==> src/rtl/core/vks_pkg.sv <==
// Shared types and constants for the vehicle kinematics stream.
`timescale 1ns / 1ps
`default_nettype none
package vks_pkg;

    localparam int XY_W = 35;
    localparam int Z_W = 30;
    localparam int MAX_STEPS = 24;
    localparam logic [23:0] GAIN_Q24 = 24'd10188014;
    localparam logic [16:0] DIV50_RECIP = 17'd83887;
    localparam logic [15:0] SPEED_MAX = 16'd46341;
    localparam logic signed [17:0] HEADING_LIMIT = 18'sd23040;
    localparam logic signed [Z_W-1:0] Z_QUARTER = 30'sd94371840;

    localparam logic [Z_W-1:0] ATAN_TAB [0:MAX_STEPS-1] = '{
        30'd47185920, 30'd27855475, 30'd14718068, 30'd7471121, 30'd3750058,
        30'd1876857, 30'd938658, 30'd469357, 30'd234682, 30'd117342,
        30'd58671, 30'd29335, 30'd14668, 30'd7334, 30'd3667, 30'd1833,
        30'd917, 30'd458, 30'd229, 30'd115, 30'd57, 30'd29, 30'd14, 30'd7
    };

    typedef struct packed {
        logic signed [XY_W-1:0] x;
        logic signed [XY_W-1:0] y;
        logic signed [Z_W-1:0]  z;
        logic                   zero;
        logic signed [15:0]     ego_speed;
        logic signed [15:0]     ego_accel;
        logic                   start;
    } vks_data_t;

endpackage
`default_nettype wire

==> src/rtl/core/vks_post.sv <==
// Gain scaling, heading rounding and acceleration stages after the chain.
`timescale 1ns / 1ps
`default_nettype none
module vks_post (
    input  logic               clk,
    input  logic               rst_n,
    input  logic               valid_in,
    input  vks_pkg::vks_data_t data_in,
    output logic               valid_out,
    output logic [15:0]        speed,
    output logic signed [15:0] heading,
    output logic signed [10:0] accel,
    output logic signed [17:0] rel_speed,
    output logic signed [16:0] rel_accel
);
    import vks_pkg::*;

    logic [33:0]        xc;
    logic signed [Z_W:0] zr;
    logic signed [17:0] hs;
    logic signed [15:0] h_next;
    logic               v1_reg;
    logic [40:0]        ph_reg;
    logic [40:0]        pl_reg;
    logic signed [15:0] h1_reg;
    logic               zero1_reg;
    logic signed [15:0] ev1_reg;
    logic signed [15:0] ea1_reg;
    logic               st1_reg;

    logic [58:0]        prod;
    logic [18:0]        m;
    logic [15:0]        sp_next;
    logic               v2_reg;
    logic [15:0]        sp2_reg;
    logic signed [15:0] h2_reg;
    logic signed [15:0] ev2_reg;
    logic signed [15:0] ea2_reg;
    logic               st2_reg;

    logic signed [16:0] diff;
    logic               v3_reg;
    logic [15:0]        ad3_reg;
    logic               neg3_reg;
    logic               first3_reg;
    logic [15:0]        sp3_reg;
    logic signed [15:0] h3_reg;
    logic signed [15:0] ev3_reg;
    logic signed [15:0] ea3_reg;
    logic [15:0]        prev_speed_reg;
    logic               have_prev_reg;

    logic [32:0]        qp;
    logic [10:0]        q;
    logic signed [10:0] acc;

    always_comb
    begin
        xc = data_in.x[XY_W-1] ? 34'd0 : data_in.x[33:0];
        zr = {data_in.z[Z_W-1], data_in.z} + (Z_W+1)'(4096);
        hs = 18'(zr >>> 13);
        if (hs > HEADING_LIMIT)
        begin
            h_next = 16'(HEADING_LIMIT);
        end
        else if (hs < -HEADING_LIMIT)
        begin
            h_next = 16'(-HEADING_LIMIT);
        end
        else
        begin
            h_next = hs[15:0];
        end
        if (data_in.zero)
        begin
            h_next = 16'sd0;
        end
    end

    always_ff @(posedge clk)
    begin
        ph_reg <= {24'd0, xc[33:17]} * {17'd0, GAIN_Q24};
        pl_reg <= {24'd0, xc[16:0]} * {17'd0, GAIN_Q24};
        h1_reg <= h_next;
        zero1_reg <= data_in.zero;
        ev1_reg <= data_in.ego_speed;
        ea1_reg <= data_in.ego_accel;
        st1_reg <= data_in.start;
    end

    always_comb
    begin
        prod = {ph_reg, 17'd0} + {18'd0, pl_reg} + (59'd1 << 39);
        m = prod[58:40];
        sp_next = (m > {3'd0, SPEED_MAX}) ? SPEED_MAX : m[15:0];
        if (zero1_reg)
        begin
            sp_next = 16'd0;
        end
    end

    always_ff @(posedge clk)
    begin
        sp2_reg <= sp_next;
        h2_reg <= h1_reg;
        ev2_reg <= ev1_reg;
        ea2_reg <= ea1_reg;
        st2_reg <= st1_reg;
    end

    assign diff = $signed({1'b0, sp2_reg}) - $signed({1'b0, prev_speed_reg});

    always_ff @(posedge clk)
    begin
        neg3_reg <= diff[16];
        ad3_reg <= diff[16] ? 16'(-diff) : diff[15:0];
        first3_reg <= st2_reg || !have_prev_reg;
        sp3_reg <= sp2_reg;
        h3_reg <= h2_reg;
        ev3_reg <= ev2_reg;
        ea3_reg <= ea2_reg;
    end

    always_ff @(posedge clk or negedge rst_n)
    begin
        if (!rst_n)
        begin
            v1_reg <= 1'b0;
            v2_reg <= 1'b0;
            v3_reg <= 1'b0;
            prev_speed_reg <= 16'd0;
            have_prev_reg <= 1'b0;
        end
        else
        begin
            v1_reg <= valid_in;
            v2_reg <= v1_reg;
            v3_reg <= v2_reg;
            if (v2_reg)
            begin
                prev_speed_reg <= sp2_reg;
                have_prev_reg <= 1'b1;
            end
        end
    end

    always_comb
    begin
        qp = {1'b0, ad3_reg} * {16'd0, DIV50_RECIP};
        q = qp[32:22];
        acc = neg3_reg ? -$signed(q) : $signed(q);
        if (first3_reg)
        begin
            acc = 11'sd0;
        end
    end

    assign valid_out = v3_reg;
    assign speed = sp3_reg;
    assign heading = h3_reg;
    assign accel = acc;
    assign rel_speed = 18'(ev3_reg) - $signed({2'b00, sp3_reg});
    assign rel_accel = 17'(ea3_reg) - 17'(acc);
endmodule
`default_nettype wire

==> config.mk <==
export PLATFORM = sky130hd
export DESIGN_NAME = vks_post
export DESIGN_NICKNAME = d
export VERILOG_FILES = /design/src/rtl/core/vks_pkg.sv /design/src/rtl/core/vks_post.sv
export SDC_FILE = /design/constraint.sdc
export NUM_CORES = 2
export LEC_CHECK = 0
export BUFFER_PORTS_ARGS = -buffer_cell sky130_fd_sc_hd__buf_2
export CORE_UTILIZATION = 63
export DETAILED_ROUTE_END_ITERATION = 7
export HOLD_SLACK_MARGIN = 0.05
export PLACE_DENSITY = 0.83
export SYNTH_ARGS = -nofsm -noshare
export SYNTH_HDL_FRONTEND = slang
export SYNTH_SLANG_ARGS = --single-unit
==> constraint.sdc <==
create_clock -name clk -period 12.01 [get_ports clk]
set_input_delay 1.201 -clock clk [delete_from_list [all_inputs] [get_ports clk]]
set_output_delay 1.201 -clock clk [all_outputs]
set_load 0.05 [all_outputs]
==> run metrics <==
start of the worst register-to-register path ph_reg[3]$_DFF_P_; Die Span X 219 um; largest family of logic cells by synthesized area adder cells; worst min-delay path class reg -> reg; DRT Pass-1 Iters 7; number of global-route vias before repair roughly 22000; layout overhead on the synthesized area 8.46%; simple-gate share of the synthesized area 8.52%; clock slew at reported path FFs 0.06 ns; share of the synthesized area in compound gates (AO/OA/AOI/OAI) under 10%; number of design-rule violations left by the first detailed-router iteration 1108; Boundary Pins 216; xor and xnor fraction of the mapped netlist area 4.32%; PostCTS Resize Cnt 0; gr ovfl total 0; tightest hold margin 0.319 ns; final worst path period need 10.70 ns; wirelength, routed 65900 um; library cells used by synthesis 76; Max Fclk 93.5 MHz; post-synthesis area per instance 10.0 um^2; Setup WS post-layout 1.31 ns; first-pass GRT wire length 109000 um; weighted congestion reported at the end of routability-driven placement a little under 1; tightest slew margin relative to the limit 39.9%; unrepaired setup endpoints after global routing false; Max FO, Critical Path 5; fraction of final layout cells sized beyond drive strength 1 under 10%; hold buffer count at CTS 0; Remaining DRCs 0; sequential element share of the synthesized area 19.3%; clock latency on the worst-skew pair 0.56 ns; GRT Total Usage 28.8%; syn_nets ~4000; Sink Count 280; CP max stage cell fa_1; proportion of synthesized flip-flops having asynchronous set or reset under 10%; count of mapped cells out of synthesis 2950; die area 0.0479 mm^2; vias post-DR 20613; layout net count 4202; final hold viol count 0; FF+latch count, synth 280; critical path startpoint category register; reg2reg end sp2_reg[1]$_SDFF_PP0_; post-synthesis mux area share 0.253%; part of the cycle the worst path needs 89.1%; final design utilization 69.2%; critical path endpoint category primary output; number of rows in the core area between 70 and 80; library cell appearing most often on the critical path fa_1; largest net degree at the start of global routing 35; Max Transition Viols Final 0; critical path required time 10.81 ns; placement-stage worst setup slack 2.01 ns; data arrival time at the worst-slack endpoint 9.50 ns; TritonCTS buffer count 30; die height roughly 220 um; adder-cell share of the synthesized area around half; status finished, final reports clean; initial core utilization 63.8%; CTS Root Buffer Type clkbuf_16; maximum count of clock buffers along a single path 3; number of port buffers 168; slack of the worst reg-to-reg path 7.67 ns; post-CTS repair timing setup buffer count 0; peak per-stage delay on the critical path 0.67 ns; H-Tree Depth 1; critical setup path kind reg -> out; Final Skew between 0.02 and 0.025 ns; worst setup path end rel_accel[14]; drt via density 5.49; total of max-cap violations 0; flip-flop count of the largest register, all copies and words added 40; worst setup path startpoint ad3_reg[1]$_DFF_P_; post-synthesis cell area 0.0296 mm^2; total core area between 0.04 and 0.05 mm^2; Register-to-Register Path Depth 12; Synth warnings 0; number of nets with antenna violations after routing 0; slew at the pin closest to its max-slew limit 0.901 ns; antenna violations before repair 1; number of setup violations in the final report 0; half-perimeter wire length of the detailed placement result ~57000 um; TritonCTS clock tree done; Post-Route Setup TNS 0 ns; final routed wire length divided by cell count 17.5 um; EDFF count, synth 0; most frequently used flop master after synthesis dfxtp_1
metal layers:
layer  vias to the layer above  share of wire (%)  track usage (%)
li1                       9841                  -                -
met1                     10107                 42             37.0
met2                       525                 50             50.7
met3                       140                4.4             3.37
met4                         0                3.0             8.84
met5                         -                  0                0
logic make-up after synthesis:
| group | Yosys count |
|---|---|
| AND/OR/NAND/NOR | 509 |
| buffers and inverters | 697 |
| AO/OA/AOI/OAI | 373 |
| flip-flops | 280 |
| XOR/XNOR | 146 |
| multiplexers | 7 |
| adder cells (fa/ha/maj) | 938 |
cell usage after synthesis, types with 43 or more instances:
| cell | count | area (um^2) |
|---|---|---|
| ha_1 | 512 | 6410 |
| inv_1 | 672 | 2520 |
| fa_1 | 426 | 8530 |
| dfxtp_1 | 260 | 5200 |
| a21oi_1 | 110 | 551 |
| nor2_1 | 133 | 499 |
| nand2_1 | 103 | 387 |
| xnor2_1 | 103 | 902 |
| nand2b_1 | 44 | 275 |
| nand3_1 | 50 | 250 |
| o21ai_0 | 73 | 365 |
| nor3_1 | 47 | 235 |
| xor2_1 | 43 | 377 |
cell type report:
type	count	area, um^2
fill	3451	14300
multi-input combinational	1973	21300
inverter	673	2530
timing repair buffer	169	848
clock inverter	17	165
antenna	1	2.50
sequential	280	5710
tap	607	759
clock buffer	38	822
worst min path at each step:
stage                         start                  end  slack [ns]  depth (start not counted)
2_1_floorplan    ea1_reg[0]$_DFF_P_   ea2_reg[0]$_DFF_P_        0.31                          0
3_3_place_gp    ea2_reg[15]$_DFF_P_  ea3_reg[15]$_DFF_P_        0.31                          0
3_5_place_dp     ea1_reg[0]$_DFF_P_   ea2_reg[0]$_DFF_P_        0.31                          0
4_1_cts          ev2_reg[2]$_DFF_P_   ev3_reg[2]$_DFF_P_        0.32                          0
5_1_grt        h1_reg[5]$_SDFF_PP0_    h2_reg[5]$_DFF_P_        0.33                          0
6_report         ev2_reg[4]$_DFF_P_   ev3_reg[4]$_DFF_P_        0.32                          0
cell usage in the layout (no fill, tap or decap), types with 6 or more instances in the layout:
cell type / instances
a21oi_1: 110
nand2_1: 103
nand4_1: 17
fa_1: 426
a31oi_1: 14
o211ai_1: 10
o21a_1: 28
inv_1: 672
nor2_1: 133
nor3_1: 47
or2_2: 15
nor2b_1: 26
a21boi_0: 6
a211oi_1: 11
o21ai_0: 73
o2111ai_1: 8
or3_1: 13
and2_1: 12
xor2_1: 43
nand2b_1: 44
dfxtp_1: 260
and4_1: 8
xnor2_1: 103
dfrtp_1: 20
a21o_1: 33
clkbuf_16: 31
ha_1: 512
a211o_1: 6
buf_2: 168
o21bai_1: 15
nand3_1: 50
and3_1: 21
stage by stage:
stage / std cells / cell area, um^2
after global routing: 3758 / 32100
after floorplan: 2950 / 29600
final: 3758 / 32100
after detailed placement: 3702 / 31100
after CTS: 3757 / 32100
after global placement: 3702 / 31100
worst max-delay path, delay by kind of cell (launching register included):
family	cells	cell delay, ns
AOI/OAI and AO/OA	11	1.99
xor gates and xnor gates	2	0.62
DFF	1	0.39
buffers and inverters	5	0.58
adders and majority gates	9	4.08
and+or+nand+nor	7	1.30
Power is not shown: default switching activity piles up to over one toggle a cycle in this logic, so the estimate is an artifact.
