<file path="config.mk">
export PLATFORM = sky130hd
export DESIGN_NAME = vks_cell
export DESIGN_NICKNAME = d
export VERILOG_FILES = /design/src/rtl/core/vks_pkg.sv /design/src/rtl/core/vks_cell.sv
export SDC_FILE = /design/constraint.sdc
export NUM_CORES = 1
export LEC_CHECK = 0
export BUFFER_PORTS_ARGS = -buffer_cell sky130_fd_sc_hd__buf_4
export CORE_MARGIN = 8
export CORE_UTILIZATION = 35
export CTS_CLUSTER_SIZE = 14
export DETAILED_ROUTE_END_ITERATION = 8
export MAX_ROUTING_LAYER = met4
export PLACE_DENSITY = 0.66
export SKIP_LAST_GASP = 1
export SLEW_MARGIN = 20
export SYNTH_ARGS = -nofsm -noshare
export SYNTH_HDL_FRONTEND = slang
export SYNTH_SLANG_ARGS = --single-unit
</file>
<file path="constraint.sdc">
create_clock -name clk -period 0.8 [get_ports clk]
set_input_delay 0 -clock clk [delete_from_list [all_inputs] [get_ports clk]]
set_output_delay 0 -clock clk [all_outputs]
set_load 0.03 [all_outputs]
</file>
<file path="src/rtl/core/vks_pkg.sv">
// Shared types and constants for the vehicle kinematics stream.
`timescale 1ns / 1ps
`default_nettype none
package vks_pkg;

    localparam int XY_W = 35;
    localparam int Z_W = 30;
    localparam int MAX_STEPS = 24;
    localparam logic [23:0] GAIN_Q24 = 24'd10188014;
    localparam logic [16:0] DIV50_RECIP = 17'd83887;
    localparam logic [15:0] SPEED_MAX = 16'd46341;
    localparam logic signed [17:0] HEADING_LIMIT = 18'sd23040;
    localparam logic signed [Z_W-1:0] Z_QUARTER = 30'sd94371840;

    localparam logic [Z_W-1:0] ATAN_TAB [0:MAX_STEPS-1] = '{
        30'd47185920, 30'd27855475, 30'd14718068, 30'd7471121, 30'd3750058,
        30'd1876857, 30'd938658, 30'd469357, 30'd234682, 30'd117342,
        30'd58671, 30'd29335, 30'd14668, 30'd7334, 30'd3667, 30'd1833,
        30'd917, 30'd458, 30'd229, 30'd115, 30'd57, 30'd29, 30'd14, 30'd7
    };

    typedef struct packed {
        logic signed [XY_W-1:0] x;
        logic signed [XY_W-1:0] y;
        logic signed [Z_W-1:0]  z;
        logic                   zero;
        logic signed [15:0]     ego_speed;
        logic signed [15:0]     ego_accel;
        logic                   start;
    } vks_data_t;

endpackage
`default_nettype wire

</file>
<file path="src/rtl/core/vks_cell.sv">
// One CORDIC vectoring micro-rotation cell of the chain.
`timescale 1ns / 1ps
`default_nettype none
module vks_cell #(
    parameter int STAGE = 0
) (
    input  logic               clk,
    input  logic               rst_n,
    input  logic               valid_in,
    input  vks_pkg::vks_data_t data_in,
    output logic               valid_out,
    output vks_pkg::vks_data_t data_out
);
    import vks_pkg::*;

    logic signed [XY_W-1:0] dx;
    logic signed [XY_W-1:0] dy;
    logic signed [Z_W-1:0]  dz;
    vks_data_t              data_next;
    vks_data_t              data_reg;
    logic                   valid_reg;

    always_comb
    begin
        dx = data_in.y >>> STAGE;
        dy = data_in.x >>> STAGE;
        dz = $signed(ATAN_TAB[STAGE]);
        data_next = data_in;
        if (!data_in.y[XY_W-1])
        begin
            data_next.x = data_in.x + dx;
            data_next.y = data_in.y - dy;
            data_next.z = data_in.z + dz;
        end
        else
        begin
            data_next.x = data_in.x - dx;
            data_next.y = data_in.y + dy;
            data_next.z = data_in.z - dz;
        end
    end

    always_ff @(posedge clk or negedge rst_n)
    begin
        if (!rst_n)
        begin
            valid_reg <= 1'b0;
        end
        else
        begin
            valid_reg <= valid_in;
        end
    end

    always_ff @(posedge clk)
    begin
        data_reg <= data_next;
    end

    assign valid_out = valid_reg;
    assign data_out = data_reg;
endmodule
`default_nettype wire

</file>
==> results of run 1 <==
cell usage in the layout (no fill, tap or decap), types with 10 or more instances in the layout:
| cell | synthesis | routed |
|---|---|---|
| a21o_1 | 21 | 21 |
| a21oi_1 | 131 | 104 |
| a21oi_2 | 0 | 20 |
| buf_4 | 2 | 644 |
| buf_6 | 0 | 12 |
| clkbuf_16 | 0 | 17 |
| dfxtp_1 | 133 | 133 |
| dlygate4sd3_1 | 0 | 61 |
| ha_1 | 112 | 95 |
| ha_4 | 0 | 12 |
| inv_1 | 114 | 108 |
| mux2i_1 | 15 | 14 |
| nand2_1 | 45 | 42 |
| nand3_1 | 11 | 10 |
| nand4_1 | 15 | 15 |
| nor2_1 | 79 | 72 |
| nor2b_1 | 15 | 10 |
| nor3_1 | 20 | 15 |
| o21a_1 | 12 | 12 |
| o21ai_0 | 77 | 50 |
| o21ai_1 | 3 | 16 |
| o21ai_2 | 1 | 14 |
| o21bai_1 | 31 | 29 |
| xnor2_1 | 59 | 57 |
| xor2_1 | 14 | 14 |
power groups by stage:
stage	combinational, mW	clock, mW	sequential (mW)
floorplan	4.25	0	10.4
finish	13.6	8.60	8.19
CTS	13.1	8.78	8.19
global route	14.4	9.04	8.28
global placement	12.2	0	8.32
detailed placement	12.3	0	8.33
how the worst max path moves through the flow:
stage	to	startpoint
floorplan	data_out[84]	data_in[64]
global placement	data_out[96]	data_in[99]
detailed placement	data_out[96]	data_in[99]
CTS	data_out[121]	data_in[65]
global route	data_out[121]	data_in[65]
finish	data_out[121]	data_in[65]
cell type report:
cell class / instances / area, µm²
diodes: 1 / 2.50
clock buffers: 17 / 425
clock inverters: 15 / 196
fillers: 2159 / 9520
inverters: 119 / 477
multi-input cells: 811 / 6640
flip-flops and latches: 134 / 2690
well taps: 335 / 419
repair buffers: 719 / 5620
routing by layer:
layer  wire (µm)  vias to the layer above  share of wire, %
li1            -                     5264                 -
met1       16800                     5172                41
met2       20400                      473                50
met3        2930                       84               7.1
met4         989                        0               2.4
met5           0                        -                 0
registers in the layout, indices dropped and copies added (netlist names):
signal,count
data_out,133
valid_out,1
cells by family (layout without fill, tap and decap cells):
logic type	count (synthesis)	in the layout	synth area share (%)
AO/OA/AOI/OAI	371	371	26.2
AND/OR/NAND/NOR	236	236	12.7
buffers and inverters	164	870	7.37
flip-flops	134	134	29.2
adder cells (fa/ha/maj)	116	116	16.1
XOR/XNOR	73	73	6.94
multiplexers	15	15	1.63
other	0	1	0
metrics by stage:
stage          instance area [µm²]  utilization, %
2_1_floorplan                 9480               -
3_3_place_gp                 14400            55.5
3_5_place_dp                 14400            55.5
4_1_cts                      16100            62.1
5_1_grt                      16500            63.3
6_report                     16500            63.3
critical path: stages:
cell	delay [ns]
buf_8	0.08
inv_4	0.03
buf_6	0.11
fa_2	0.40
o21ba_4	0.21
or4_4	0.44
a211oi_4	0.27
buf_4	0.17
o31ai_4	0.07
o21ai_1	0.16
a21o_1	0.16
a221o_1	0.20
mux2i_1	0.11
xor2_1	0.18
repair_timing:
item / CTS / global route
gates resized for setup: 87 / 57
endpoints found under the hold margin: 66 / 1
gates cloned: 0 / 0
setup buffers: 11 / 8
setup endpoints to repair: 207 / 209
pin swaps: 44 / 34
==> flow_summary.json, run 1 <==
{
  "cts_buffers": 17,
  "synth_area_leaders": "dfxtp_1 (29%), ha_1 (15%), a21oi_1 (7.1%), xnor2_1 (5.6%), inv_1 (4.6%)",
  "worst_slack_ns": -1.48,
  "tns_ns": -89.09,
  "syn-instance-count": 1109,
  "wl_um": 41100,
  "synth_area_leader_cell": "dfxtp_1",
  "die_area_um2": 31800,
  "yosys-top-cells-count": "dfxtp_1 (133), a21oi_1 (131), inv_1 (114), ha_1 (112), nor2_1 (79)",
  "combPwrFrac_pct": 44.7,
  "holdWs_ns": -0.0248,
  "clkSlewWorstSetupHoldPaths_ns": 0.08,
  "p_leak_nw": 8.01,
  "synth_edf_count": 0,
  "use_met3_pct": 4.70,
  "stdcell_count": 2151,
  "arrival_ns": 2.60,
  "grt-busiest-layer": "met2",
  "ctsHoldBuffers": 61,
  "violations": "hold timing, setup timing",
  "syn_nets": 1362,
  "synthFlopType": "dfxtp_1",
  "netlist_area_um2": 9220,
  "powerDensity_nw_per_um2": 1840,
  "synth_cell_types": 81,
  "postSynthAreaPerCell_um2": 8.31,
  "slew_headroom_pct": 41.3,
  "crit_required_ns": 1.12,
  "ys_seq_elements": 134,
  "route.detailed.drc": 0,
  "htree_num_levels": 4,
  "drt-initial-drc-count": 767,
  "status": "complete, but fails checks",
  "drtAntennaViolNets": 0,
  "die_h_um": 178,
  "tightest_slew_ns": 0.870,
  "maxSlewViolCount": 0,
  "period_needed_ns": 2.28,
  "track_usage_pct": 25.5,
  "dpl.hpwl_um": 32000,
  "antenna_found_initial": 1,
  "drv_cap": 0,
  "ir_drop_uv": 1270,
  "cts_tree": "built",
  "critPathMaxFanout": 3,
  "post-route-period-util_pct": 285,
  "swShare_pct": 38.4,
  "hold_viol": 3,
  "port_buffers": 271,
  "p_switching_mw": 11.7,
  "die_w_um": 178,
  "clock_path_buffers": 2,
  "grt_pass1_wl_um": 61600,
  "rsz0062_at_grt": "yes",
  "drive_gt1_share_pct": 46.7,
  "coreArea_um2": 26000,
  "rows": 59,
  "place_ws_ns": -2.05,
  "num_vias": 10993,
  "final-setup-viol-count": 208,
  "dp.cells": 2038,
  "synth_most_common_cell": "dfxtp_1",
  "root_buffer": "clkbuf_16",
  "timing.fmax_mhz": 439,
  "area_growth_pct": 78.6,
  "layout.nets": 2055,
  "cts.sinks": 134,
  "via_per_inst": 5.11,
  "grt_overflow": 0,
  "finalPower_mw": 30.4,
  "worstHoldPathCells": 4,
  "firstDrtPassIters": 5,
  "start_util_pct": 35.5,
  "seq_area_frac_synth_pct": 29.2,
  "worstSetupStartpointType": "input port",
  "grt_max_degree": 37,
  "synth_top_cell_area_share_pct": 28.9,
  "place.gp.congestion": 0.971,
  "top_level_ports": 272,
  "ys_warn_count": 0,
  "internal-power_mw": 18.7,
  "async_reset_ff_share_pct": 0.746,
  "met2_usage_pct": 45.3,
  "grt_pass1_vias": 11433,
  "grtUsageMet1_pct": 28.8,
  "p_seq_share_pct": 27.0,
  "pwr-share-clk_pct": 28.3,
  "post_drt_wl_per_cell_um": 19.1,
  "critPathKind": "in -> reg",
  "worstHoldStart": "data_in[57]",
  "hold_class": "in -> reg",
  "end_kind": "flip-flop",
  "hold_end": "data_out[57]"
}
No activity file was read; power rests on OpenSTA's default activity.
==> inputs of run 2 (changes only) <==
--- a/config.mk
+++ b/config.mk
@@ -12,8 +12,10 @@
 export DETAILED_ROUTE_END_ITERATION = 8
 export MAX_ROUTING_LAYER = met4
 export PLACE_DENSITY = 0.66
+export SETUP_SLACK_MARGIN = 0.1
 export SKIP_LAST_GASP = 1
 export SLEW_MARGIN = 20
 export SYNTH_ARGS = -nofsm -noshare
 export SYNTH_HDL_FRONTEND = slang
 export SYNTH_SLANG_ARGS = --single-unit
+export TNS_END_PERCENT = 50
==> constraint.sdc (replaced) <==
create_clock -name clk -period 0.8 [get_ports clk]
set_input_delay 0.2 -clock clk [delete_from_list [all_inputs] [get_ports clk]]
set_output_delay 0.2 -clock clk [all_outputs]
set_load 0.03 [all_outputs]
==> flow_summary.json, run 2 (synthesis gave the netlist of run 1 again) <==
{
  "clock_path_buffers": 2,
  "die_area_um2": 31800,
  "grt_pass1_wl_um": 63600,
  "via_per_inst": 5.18,
  "start_util_pct": 35.5,
  "coreArea_um2": 26000,
  "slew_headroom_pct": 49.3,
  "final_common_cell": "buf_4",
  "arrival_ns": 2.94,
  "antenna_found_initial": 1,
  "critPathKind": "in -> reg",
  "cts_buffers": 17,
  "grt_max_degree": 37,
  "track_usage_pct": 26.3,
  "most-common-layout-cells": "buf_4 (565), buf_6 (124), inv_1 (98)",
  "worstSetupStartpointType": "input port",
  "die_w_um": 178,
  "critPathMaxFanout": 3,
  "end_kind": "flip-flop",
  "wl_um": 44300,
  "hold_end": "data_out[98]",
  "worstHoldPathCells": 2,
  "dpl.hpwl_um": 31900,
  "die_h_um": 178,
  "firstDrtPassIters": 5,
  "largest_register_ffs": 133,
  "rsz0062_at_grt": "yes",
  "ctsHoldBuffers": 57,
  "drive_gt1_share_pct": 55.3,
  "post-route-period-util_pct": 321,
  "fillers": 1955,
  "drtAntennaViolNets": 0,
  "place.gp.congestion": 0.975,
  "tightest_slew_ns": 0.751,
  "grt_overflow": 0,
  "period_needed_ns": 2.57,
  "powerDensity_nw_per_um2": 1790,
  "layout.nets": 2089,
  "num_vias": 11328,
  "grt_pass1_vias": 11798,
  "post_drt_wl_per_cell_um": 20.3,
  "crit_required_ns": 1.17,
  "hold_viol": 2,
  "p_leak_nw": 8.42,
  "stdcell_count": 2185,
  "area_growth_pct": 92.9,
  "setup.worst_path.start": "data_in[99]",
  "worst_slack_ns": -1.77,
  "cts.sinks": 134,
  "timing.fmax_mhz": 389,
  "tns_ns": -133.59,
  "route.detailed.drc": 0,
  "htree_num_levels": 4,
  "top_level_ports": 272,
  "holdWs_ns": -0.0377,
  "violations": "hold timing, setup timing",
  "drt-initial-drc-count": 671,
  "rows": 59,
  "clkSlewWorstSetupHoldPaths_ns": 0.07,
  "port_buffers": 271,
  "drv_cap": 0,
  "worstHoldStart": "data_in[133]",
  "final-setup-viol-count": 209,
  "root_buffer": "clkbuf_16",
  "ir_drop_uv": 1450,
  "maxSlewViolCount": 0,
  "cts_tree": "built",
  "status": "complete, but fails checks",
  "hold_class": "in -> reg",
  "dp.cells": 2043
}
==> run 2: cell count changes in the layout (fill, tap and decap cells not counted), sizes merged <==
cell	delta
clkinv	+1
buf	+38
bufinv	-1
inv	-3
dlygate4sd3	-4
clkinvlp	+2
clkbuf	+1
==> run 2: power breakdown <==
group | internal (mW) | switching, mW | total [mW]
Clock | 4.53 | 3.84 | 8.36
Combinational | 7.14 | 7.93 | 15.1
Sequential | 7.88 | 0.524 | 8.40
Total | 19.5 | 12.3 | 31.8
==> run 2: worst max path at each step <==
stage                         end  cells past startpoint
finish               data_out[84]                     13
detailed placement  data_out[133]                     13
global placement    data_out[133]                     13
CTS                  data_out[96]                     13
global route        data_out[121]                     14
floorplan            data_out[89]                     11
==> run 2: metrics by stage <==
step	power, mW	hold slack [ns]	utilization, %	area (µm²)	setup WS (ns)
finish	31.8	-0.0377	68.4	17800	-1.77
global route	33.0	-0.0227	68.4	17800	-1.82
CTS	30.9	-0.0427	65.8	17100	-1.67
detailed placement	20.6	-0.0241	55.3	14400	-2.33
global placement	20.6	-0.0250	55.3	14400	-2.29
floorplan	14.6	-0.0956	-	9340	-1.74
==> run 2: worst max-delay path, cell delays in order <==
cell and delay, ns:
buf_12 0.10, ha_4 0.13, inv_2 0.04, fa_2 0.37, o21ba_4 0.21, or4_4 0.44, a211oi_4 0.33, buf_4 0.19
o31ai_4 0.08, o31ai_2 0.28, a41oi_2 0.18, o22ai_1 0.22, xnor2_1 0.15
==> run 2: repair_timing <==
item,CTS,global route
endpoints found under the hold margin,59,2
resized for setup,317,159
endpoints found under the setup margin,211,211
pin swaps,133,86
buffers inserted,41,23
==> run 2: final cells by class <==
class                           count  area (µm²)  share of cell area [%]
Multi-Input combinational cell    811        7170                    40.4
Tap cell                          335         419                    2.36
Inverter                          119         489                    2.75
Clock buffer                       18         439                    2.47
Sequential cell                   134        2770                    15.6
Clock inverter                     14         156                   0.880
Timing Repair Buffer              753        6330                    35.6
Antenna cell                        1        2.50                  0.0141
==> run 2: layer usage <==
layer	track usage (%)	part of all wire, %	vias to the layer above
met5	-	0	-
met4	11.1	4.1	0
met3	5.14	7.2	119
met2	45.1	49	493
met1	29.6	39	5384
li1	-	-	5332
==> inputs of run 3 (changes only) <==
--- a/config.mk
+++ b/config.mk
@@ -7,11 +7,11 @@
 export LEC_CHECK = 0
 export BUFFER_PORTS_ARGS = -buffer_cell sky130_fd_sc_hd__buf_4
 export CORE_MARGIN = 8
-export CORE_UTILIZATION = 35
+export CORE_UTILIZATION = 57
 export CTS_CLUSTER_SIZE = 14
 export DETAILED_ROUTE_END_ITERATION = 8
 export MAX_ROUTING_LAYER = met4
-export PLACE_DENSITY = 0.66
+export PLACE_DENSITY = 0.95
 export SETUP_SLACK_MARGIN = 0.1
 export SKIP_LAST_GASP = 1
 export SLEW_MARGIN = 20
==> flow_summary.json, run 3 <==
{
  "status": "stopped before the end",
  "lastStage": "4_1_cts",
  "tool.error": "[ERROR DPL-0038] Utilization greater than 100%, impossible to legalize",
  "synth_area_leader_cell": "dfxtp_1",
  "async_reset_ff_share_pct": 0.746,
  "die_w_um": 143,
  "cts_resized": 341,
  "cts.sinks": 134,
  "rows": 46,
  "yosys-top-cells-count": "dfxtp_1 (133), a21oi_1 (131), inv_1 (114), ha_1 (112), nor2_1 (79)",
  "start_util_pct": 58.2,
  "place.gp.congestion": 1.14,
  "synth_area_leaders": "dfxtp_1 (29%), ha_1 (15%), a21oi_1 (7.1%), xnor2_1 (5.6%), inv_1 (4.6%)",
  "synthFlopType": "dfxtp_1",
  "dp.cells": 1885,
  "netlist_area_um2": 9220,
  "ys_warn_count": 0,
  "die_h_um": 143,
  "synth_edf_count": 0,
  "synth_cell_types": 81,
  "syn_nets": 1362,
  "synth_top_cell_area_share_pct": 28.9,
  "port_buffers": 271,
  "root_buffer": "clkbuf_16",
  "cts_buffers": 17,
  "post-cts-setup-buffer-count": 54,
  "htree_num_levels": 4,
  "top_level_ports": 272,
  "ctsHoldBuffers": 58,
  "postSynthAreaPerCell_um2": 8.31,
  "syn-instance-count": 1109,
  "seq_area_frac_synth_pct": 29.2,
  "synth_most_common_cell": "dfxtp_1",
  "ys_seq_elements": 134,
  "dpl.hpwl_um": 36200,
  "clock_path_buffers": 2
}
[run 3: cell counts after synthesis]
Identical to the previous run, type by type.
[run 3: stage by stage]
step	hold slack (ns)	worst slack, ns	utilization, %	instance area, µm²	setup TNS [ns]
floorplan	-0.0956	-1.74	-	9340	-94.76
detailed placement	-0.0173	-2.42	87.9	13900	-130.58
global placement	-0.0249	-2.23	87.9	13900	-118.57
[run 3: cell families after synthesis]
family,synth area share (%)
flip-flops,29.2
adder cells (fa/ha/maj),16.1
multiplexers,1.63
AO/OA/AOI/OAI,26.2
buffers and inverters,7.37
XOR/XNOR,6.94
AND/OR/NAND/NOR,12.7
==> inputs of run 4 (changes only) <==
--- a/config.mk
+++ b/config.mk
@@ -7,12 +7,9 @@
 export LEC_CHECK = 0
 export BUFFER_PORTS_ARGS = -buffer_cell sky130_fd_sc_hd__buf_4
 export CORE_MARGIN = 8
-export CORE_UTILIZATION = 57
-export CTS_CLUSTER_SIZE = 14
+export CORE_UTILIZATION = 40
 export DETAILED_ROUTE_END_ITERATION = 8
-export MAX_ROUTING_LAYER = met4
-export PLACE_DENSITY = 0.95
-export SETUP_SLACK_MARGIN = 0.1
+export PLACE_DENSITY_LB_ADDON = 0.15
 export SKIP_LAST_GASP = 1
 export SLEW_MARGIN = 20
 export SYNTH_ARGS = -nofsm -noshare
==> flow_summary.json, run 4 (synthesis gave the netlist of run 1 again) <==
{
  "most-common-layout-cells": "buf_4 (602), inv_1 (105), dfxtp_1 (100)",
  "p_leak_nw": 8.13,
  "crit_buf_inv": 4,
  "dp.cells": 1990,
  "drtAntennaViolNets": 0,
  "route.detailed.drc": 0,
  "slew_headroom_pct": 40.0,
  "hold_viol": 0,
  "crit_required_ns": 1.14,
  "top_level_ports": 272,
  "rsz0062_at_grt": "yes",
  "worstSetupStartpointType": "input port",
  "port_buffers": 271,
  "clock_path_buffers": 2,
  "final_common_cell": "buf_4",
  "num_vias": 11130,
  "area_growth_pct": 83.1,
  "crit_chain": "buf_4 > buf_6 > inv_2 > fa_2 > nor2b_4 > o21ai_4 > a311oi_2 > buf_4 > a21oi_1 > o21ba_2 > o31a_1 > o31a_1 > a32oi_2 > xor2_1",
  "powerDensity_nw_per_um2": 1830,
  "worst-path-stages": 14,
  "final_core_util_pct": 74.5,
  "slowest_stage": "fa_2",
  "dpl.hpwl_um": 31100,
  "critPathKind": "in -> reg",
  "ir_drop_uv": 1330,
  "die_area_um2": 28200,
  "end_kind": "flip-flop",
  "stdcell_count": 2108,
  "place.gp.congestion": 0.963,
  "antenna_found_initial": 0,
  "cpPeakStageDelay_ns": 0.39,
  "final-setup-viol-count": 211,
  "firstDrtPassIters": 5,
  "cts.sinks": 134,
  "worst_slack_ns": -1.75,
  "tightest_slew_ns": 0.888,
  "drt-initial-drc-count": 784,
  "die_h_um": 168,
  "post_drt_wl_per_cell_um": 20.8,
  "largest_register_ffs": 133,
  "antenna_cells": 0,
  "tns_ns": -129.27,
  "root_buffer": "clkbuf_16",
  "drive_gt1_share_pct": 50.5,
  "track_usage_pct": 27.8,
  "wl_um": 43800,
  "hold_class": "in -> async",
  "die_w_um": 168,
  "critPathTopFamily": "compound AO/OA/AOI/OAI gates",
  "status": "complete, but fails checks",
  "via_per_inst": 5.28,
  "grt_pass1_vias": 11440,
  "clkSlewWorstSetupHoldPaths_ns": 0.07,
  "drv_cap": 0,
  "layout.nets": 2064,
  "period_needed_ns": 2.55,
  "maxSlewViolCount": 0,
  "grt_pass1_wl_um": 62100,
  "cts_tree": "built",
  "rows": 55,
  "cts_buffers": 17,
  "timing.fmax_mhz": 392,
  "htree_num_levels": 4,
  "start_util_pct": 40.7,
  "violations": "setup timing",
  "critPathMaxFanout": 4,
  "coreArea_um2": 22600,
  "arrival_ns": 2.89,
  "grt_overflow": 0,
  "place_ws_ns": -2.33,
  "grt_max_degree": 31,
  "post-route-period-util_pct": 319
}
[run 4: power breakdown]
| group | internal (mW) | leakage [nW] | switching [mW] |
|---|---|---|---|
| Clock | 4.68 | 0.278 | 3.55 |
| Sequential | 7.83 | 1.13 | 0.481 |
| Combinational | 6.61 | 6.72 | 7.78 |
[run 4: routing by layer]
metal	track usage (%)	part of all wire (%)	vias to the layer above
met5	0	0	-
li1	-	-	5267
met2	48.2	49	486
met3	6.45	6.8	100
met1	32.8	41	5277
met4	10.4	3.5	0
[run 4: area by class of cell]
cell class                 instances  area, µm²
multi-input combinational        811       6820
timing repair buffer             728       5890
fill                            1603       5770
sequential                       134       2730
inverter                         119        482
clock buffer                      17        425
tap                              285        357
clock inverter                    14        165
[run 4: what timing repair did]
item / in CTS / in global routing
pin swaps: 38 / 93
buffers inserted: 16 / 22
resized for setup: 78 / 234
setup endpoints to repair: 210 / 210
hold buffers: 57 / 0
hold endpoints to repair: 58 / 0
[run 4: final timing paths]
kind | start | endpoint | slack, ns
worst max-delay path | data_in[100] | data_out[133] | -1.75
worst min-delay path | rst_n | valid_out | 0.1
max in group asynchronous | rst_n | valid_out | 0.62
min in group clk | data_in[54] | data_out[54] | 0.12
[run 4: metrics by stage]
step                      hold slack, ns  instance area [µm²]  power [mW]
after CTS                         0.0668                15800        29.4
after global placement           -0.0250                14300        20.5
after floorplan                  -0.0956                 9340        14.6
after global routing               0.104                16900        32.1
final                             0.0968                16900        30.9
after detailed placement         -0.0241                14300        20.6
